File: config.mk
export PLATFORM = sky130hd
export DESIGN_NAME = hplrf_cell
export DESIGN_NICKNAME = d
export VERILOG_FILES = /design/src/design/hplrf_pkg.sv /design/src/design/hplrf_cell.sv
export SDC_FILE = /design/constraint.sdc
export NUM_CORES = 1
export LEC_CHECK = 0
export ABC_AREA = 1
export BUFFER_PORTS_ARGS = -buffer_cell sky130_fd_sc_hd__buf_2
export CAP_MARGIN = 20
export CORE_AREA = 3 3 153 155
export CTS_CLUSTER_SIZE = 8
export DETAILED_ROUTE_END_ITERATION = 10
export DIE_AREA = 0 0 156 158
export PLACE_DENSITY_LB_ADDON = 0.2
export SLEW_MARGIN = 20
export SYNTH_ARGS = -nofsm -noshare
export SYNTH_HDL_FRONTEND = slang
export SYNTH_SLANG_ARGS = --single-unit
File: constraint.sdc
create_clock -name clk_i -period 3.62 [get_ports clk_i]
set_input_delay 0 -clock clk_i [delete_from_list [all_inputs] [get_ports clk_i]]
set_output_delay 0 -clock clk_i [all_outputs]
set_load 0.03 [all_outputs]
File: src/design/hplrf_pkg.sv
// Shared types and constants of the hit pair layer radius filter.
package hplrf_pkg;

  localparam int unsigned MaxHits    = 256;
  localparam int unsigned RadiusBits = 20;
  localparam int unsigned LayerBits  = 6;
  localparam int unsigned WordBits   = 64;
  localparam int unsigned CfgIdxBits = 2;
  localparam int unsigned CfgBits    = RadiusBits;

  localparam logic [CfgIdxBits-1:0] RegMinGap = CfgIdxBits'(0);
  localparam logic [CfgIdxBits-1:0] RegMaxGap = CfgIdxBits'(1);

  localparam logic [RadiusBits-1:0] MinGapReset = RadiusBits'(3200);
  localparam logic [RadiusBits-1:0] MaxGapReset = RadiusBits'(9600);

  typedef struct packed {
    logic [WordBits-1:0]   hit_count_word;
    logic [LayerBits-1:0]  layer_id;
    logic [RadiusBits-1:0] radius;
    logic [WordBits-1:0]   pos_x_word;
    logic [WordBits-1:0]   pos_y_word;
    logic [WordBits-1:0]   pos_z_word;
    logic [WordBits-1:0]   charge_word;
    logic [WordBits-1:0]   momentum_word;
    logic [WordBits-1:0]   impact_word;
    logic                  event_end;
  } hit_t;

  typedef struct packed {
    logic [WordBits-1:0]   out_hit_count_word;
    logic [LayerBits-1:0]  out_layer_id;
    logic [RadiusBits-1:0] out_radius;
    logic [WordBits-1:0]   out_pos_x_word;
    logic [WordBits-1:0]   out_pos_y_word;
    logic [WordBits-1:0]   out_pos_z_word;
    logic [WordBits-1:0]   out_charge_word;
    logic [WordBits-1:0]   out_momentum_word;
    logic [WordBits-1:0]   out_impact_word;
    logic                  keep;
    logic                  out_event_end;
  } res_t;

  // Window limits, broadcast to every cell.
  typedef struct packed {
    logic [RadiusBits-1:0] min_gap;
    logic [RadiusBits-1:0] max_gap;
  } gap_t;

  // Probe that walks the cell row, one cell per cycle.
  typedef struct packed {
    logic                  vld;
    logic [LayerBits-1:0]  layer;
    logic [RadiusBits-1:0] radius;
    logic                  last;
    logic                  stored;
    logic                  any;
    logic                  keep;
  } probe_t;

endpackage

File: src/design/hplrf_cell.sv
// One storage cell of the hit row: holds one earlier hit and tests the passing probe.
module hplrf_cell (
  input  logic              clk_i,
  input  logic              rst_ni,
  input  hplrf_pkg::gap_t   gap_i,
  input  hplrf_pkg::probe_t probe_i,
  output hplrf_pkg::probe_t probe_o
);
  import hplrf_pkg::*;

  logic                  valid_q, valid_d;
  logic [LayerBits-1:0]  layer_q;
  logic [RadiusBits-1:0] radius_q;
  probe_t                probe_q, probe_d;
  logic [RadiusBits-1:0] diff;
  logic                  match;
  logic                  take;

  always_comb begin
    if (probe_i.radius >= radius_q) begin
      diff = probe_i.radius - radius_q;
    end else begin
      diff = radius_q - probe_i.radius;
    end
    match = valid_q && (layer_q != probe_i.layer) &&
            (gap_i.min_gap < diff) && (diff < gap_i.max_gap);
    // The first empty cell the probe meets takes the hit, unless the probe ends the event.
    take = !valid_q && !probe_i.stored;

    probe_d        = probe_i;
    probe_d.keep   = probe_i.keep | match;
    probe_d.any    = probe_i.any | valid_q;
    probe_d.stored = probe_i.stored | take;

    valid_d = valid_q;
    if (probe_i.vld) begin
      if (probe_i.last) begin
        valid_d = 1'b0;
      end else if (take) begin
        valid_d = 1'b1;
      end
    end
  end

  always_ff @(posedge clk_i or negedge rst_ni) begin
    if (!rst_ni) begin
      valid_q <= 1'b0;
      probe_q <= '0;
    end else begin
      valid_q <= valid_d;
      probe_q <= probe_d;
    end
  end

  always_ff @(posedge clk_i) begin
    if (probe_i.vld && take) begin
      layer_q  <= probe_i.layer;
      radius_q <= probe_i.radius;
    end
  end

  assign probe_o = probe_q;
endmodule

==> results.toml <==
[clocking]
cts_tree = "done"
clock-root-buffer = "clkbuf_16"
htreeDepth = 3
cts_buffers = 9
clk_pin_slew_ns = 0.07
cts.sinks = 58
clk_path_buf_depth = 2
post-cts-setup-buffers = 0
clk_latency_ns = 0.35

[timing]
finalHoldViolations = 0
tns_ns = 0
rsz0062_at_grt = "no"
fmax_mhz = 311
finalSetupViolations = 0
slew_viol_final = 0
tightest_slew_ns = 0.831
clock_skew_ns = 0.0157
post-route-period-util = 0.889
holdWs_ns = 0.270
relSlewSlack = 0.446
fin_crit_ns = 3.22

[critical_path]
worst_setup_path_start_kind = "register"
path_class = "reg -> reg"
crit_required_ns = 3.87
crit_fanout = 25
rr_worst_depth = 20
cp.depth = 20
crit_slowest_cell = "ha_1"
crit_family = "simple AND/OR/NAND/NOR gates"
cp_common_cell = "nand2_1"
cp_cell_sequence = "ha_1 > nand2_2 > nor2_4 > nand2_2 > nor3_2 > nor2_2 > nand2_8 > clkinv_8 > nand2_1 > nand2_1 > ha_1 > nand2_1 > nor2_1 > nand4_1 > nor2_1 > nand2_1 > nand3_1 > nor2_1 > nand2_1 > nand2_1"
path_buf_inv = 1
slowest_delay_ns = 0.48
worst_ep_arrival_time_ns = 3.47
end_kind = "register"

[run]
maxCapViolCount = 0

[synth]
yosysUniqueCellTypes = 33
yosys-top-cells-area = "nand2_1, ha_1, dfrtp_1, edfxtp_1, inv_1"
synth_area_per_cell_sq_um = 6.99
ys_warn_count = 0
yosysTopAreaCellShare = 0.176
netlist.top_cell.by_area = "nand2_1"
synth-seq-area-share = 0.285
syn_nets = 945
synth_cells = 793
syn-cell-area_sq_um = 5540
synth-seq-cells = 58

[finish]
multi_input_area_sq_um = 3320
design_area_sq_um = 7040
antenna_cells = 0
drive_gt1_frac = 0.184
stdcell_count = 1221
final_net_count = 1088
post-route-util = 0.320
seq_area_sq_um = 1580
area_delta_synth_final_pct = 27.0
n_fill_cell = 2386

[route]
drc = 0
wirelength_microns = 15600
drt_iter0_drc = 248
viasPerCell = 4.15
num_vias = 5063
wl_met1_microns = 7880
firstDrtPassIters = 5
wl_met2_microns = 6760
antenna_violating_nets_post_route = 0
highest_layer = "met4"
route.detailed.wl_per_inst_microns = 12.8
wl_met3_microns = 656

[die]
rows = 54
die_w_microns = 156
coreArea_sq_um = 22000
initial_core_util = 0.252
fp.dieArea_sq_um = 24600
io_pins = 104
dieHeight_microns = 158

[grt]
grt_first_pass_wirelength_microns = 25200
grt_use_total = 0.131
overflow = 0
grt_pass1_vias = 5046
antenna_found_initial = 0
grt_max_degree = 33

[placement]
place_area_sq_um = 6390
io_buffers = 103
gp_congestion = 0.862
post-dp-hpwl_microns = 12900
place_inst = 1173

[power]
power.leakage_nw = 3.88
cellPowerDensity_nw_per_um2 = 357
ir_drop_uv = 212

[worst_hold_path]
hold_path_depth = 9
min-delay-path-class = "in -> reg"

[outcome]
status = "finished, final reports clean"
[final cells by class]
class / count / share of cell area
Clock buffer: 9 / 0.0320
Clock inverter: 7 / 0.0110
Inverter: 155 / 0.0847
Multi-Input combinational cell: 571 / 0.473
Sequential cell: 58 / 0.225
Tap cell: 280 / 0.0498
Timing Repair Buffer: 141 / 0.125
[report_power, final]
| group | internal [W] | switching (W) | total (W) |
|---|---|---|---|
| registers | 0.000725 | 0.0000112 | 0.000736 |
| logic | 0.000331 | 0.000557 | 0.000889 |
| clock network | 0.000537 | 0.000347 | 0.000884 |
[layer usage]
layer	up-vias	global-route usage
li1	2752	-
met1	2173	0.177
met2	119	0.213
met3	19	0.0216
met4	0	0.0463
met5	-	0
[sequential cells by signal, summed over array words and instances, names as in the netlist]
signal,flops
valid_q,1
probe_o,31
radius_q,20
layer_q,6
[synth_stat cells]
cell type,n
clkinv_2,1
nor3_2,2
nand4_1,7
nand3b_4,1
buf_2,4
and2_1,2
nand2_4,2
nor2_2,2
buf_6,3
nand3_1,50
o21ai_0,11
xnor2_1,6
buf_4,2
or2_2,1
or2_1,1
xor2_1,19
nand2_1,260
nand2_2,22
nor3_1,6
nor2_1,41
nor2_4,2
fa_1,2
inv_2,10
dfrtp_1,32
ha_1,77
a21oi_1,46
inv_4,1
o21ai_2,1
o21a_1,3
o21bai_1,6
inv_1,143
edfxtp_1,26
o211ai_1,1
[worst paths after layout]
| kind | start | endpoint | slack, ns |
|---|---|---|---|
| setup / recovery | radius_q[11]$_DFFE_PP_ | probe_o[0]$_DFF_PN0_ | 0.40 |
| hold / removal | gap_i[23] | probe_o[0]$_DFF_PN0_ | 0.27 |
| setup reg to reg | radius_q[11]$_DFFE_PP_ | probe_o[0]$_DFF_PN0_ | 0.40 |
| hold reg to reg | valid_q$_DFFE_PN0P_ | probe_o[2]$_DFF_PN0_ | 0.53 |
| max in group asynchronous | rst_ni | probe_o[23]$_DFF_PN0_ | 2.79 |
| min in group asynchronous | rst_ni | probe_o[27]$_DFF_PN0_ | 0.29 |
[cell usage in the layout, fill, tap and decap left out, drive strengths merged]
cell type and count:
o21ai 12, edfxtp 26, inv 155, ha 77, and2 2, or2 2
dfrtp 32, buf 109, xor2 19, nor3 8, nand3b 1, o211ai 1
dlygate4sd3 32, nand2 284, nand3 50, clkinv 2, clkbuf 9, clkinvlp 4
bufinv 1, xnor2 6, nand4 7, fa 2, o21bai 6, nor2 45
a21oi 46, o21a 3
[cell families after synthesis]
group | synth area share
buffers and inverters | 0.118
and+or+nand+nor | 0.309
AOI/OAI and AO/OA | 0.0666
adders and majority gates | 0.181
DFF | 0.285
xor gates and xnor gates | 0.0395
[what timing repair did]
action / in CTS / in global routing
resized for setup: 0 / 6
hold buffers: 32 / 0
endpoints found under the setup margin: 0 / 1
hold endpoints to repair: 90 / 0
[worst register-to-register path, stage by stage, from the launching register on]
cell and delay [ns]:
edfxtp_1 0.38, ha_1 0.48, nand2_2 0.16, nor2_4 0.15, nand2_2 0.08, nor3_2 0.21
nor2_2 0.13, nand2_8 0.20, clkinv_8 0.14, nand2_1 0.09, nand2_1 0.09, ha_1 0.31
nand2_1 0.09, nor2_1 0.16, nand4_1 0.11, nor2_1 0.10, nand2_1 0.05, nand3_1 0.07
nor2_1 0.04, nand2_1 0.06, nand2_1 0.04
[per-stage QoR]
step	power (W)	setup slack [ns]
CTS	0.00255	0.0578
global placement	0.00162	0.166
global route	0.00271	0.0472
floorplan	0.00137	0.815
detailed placement	0.00162	0.0707
finish	0.00251	0.401
Note: power is estimated with default switching activity, not from simulation.
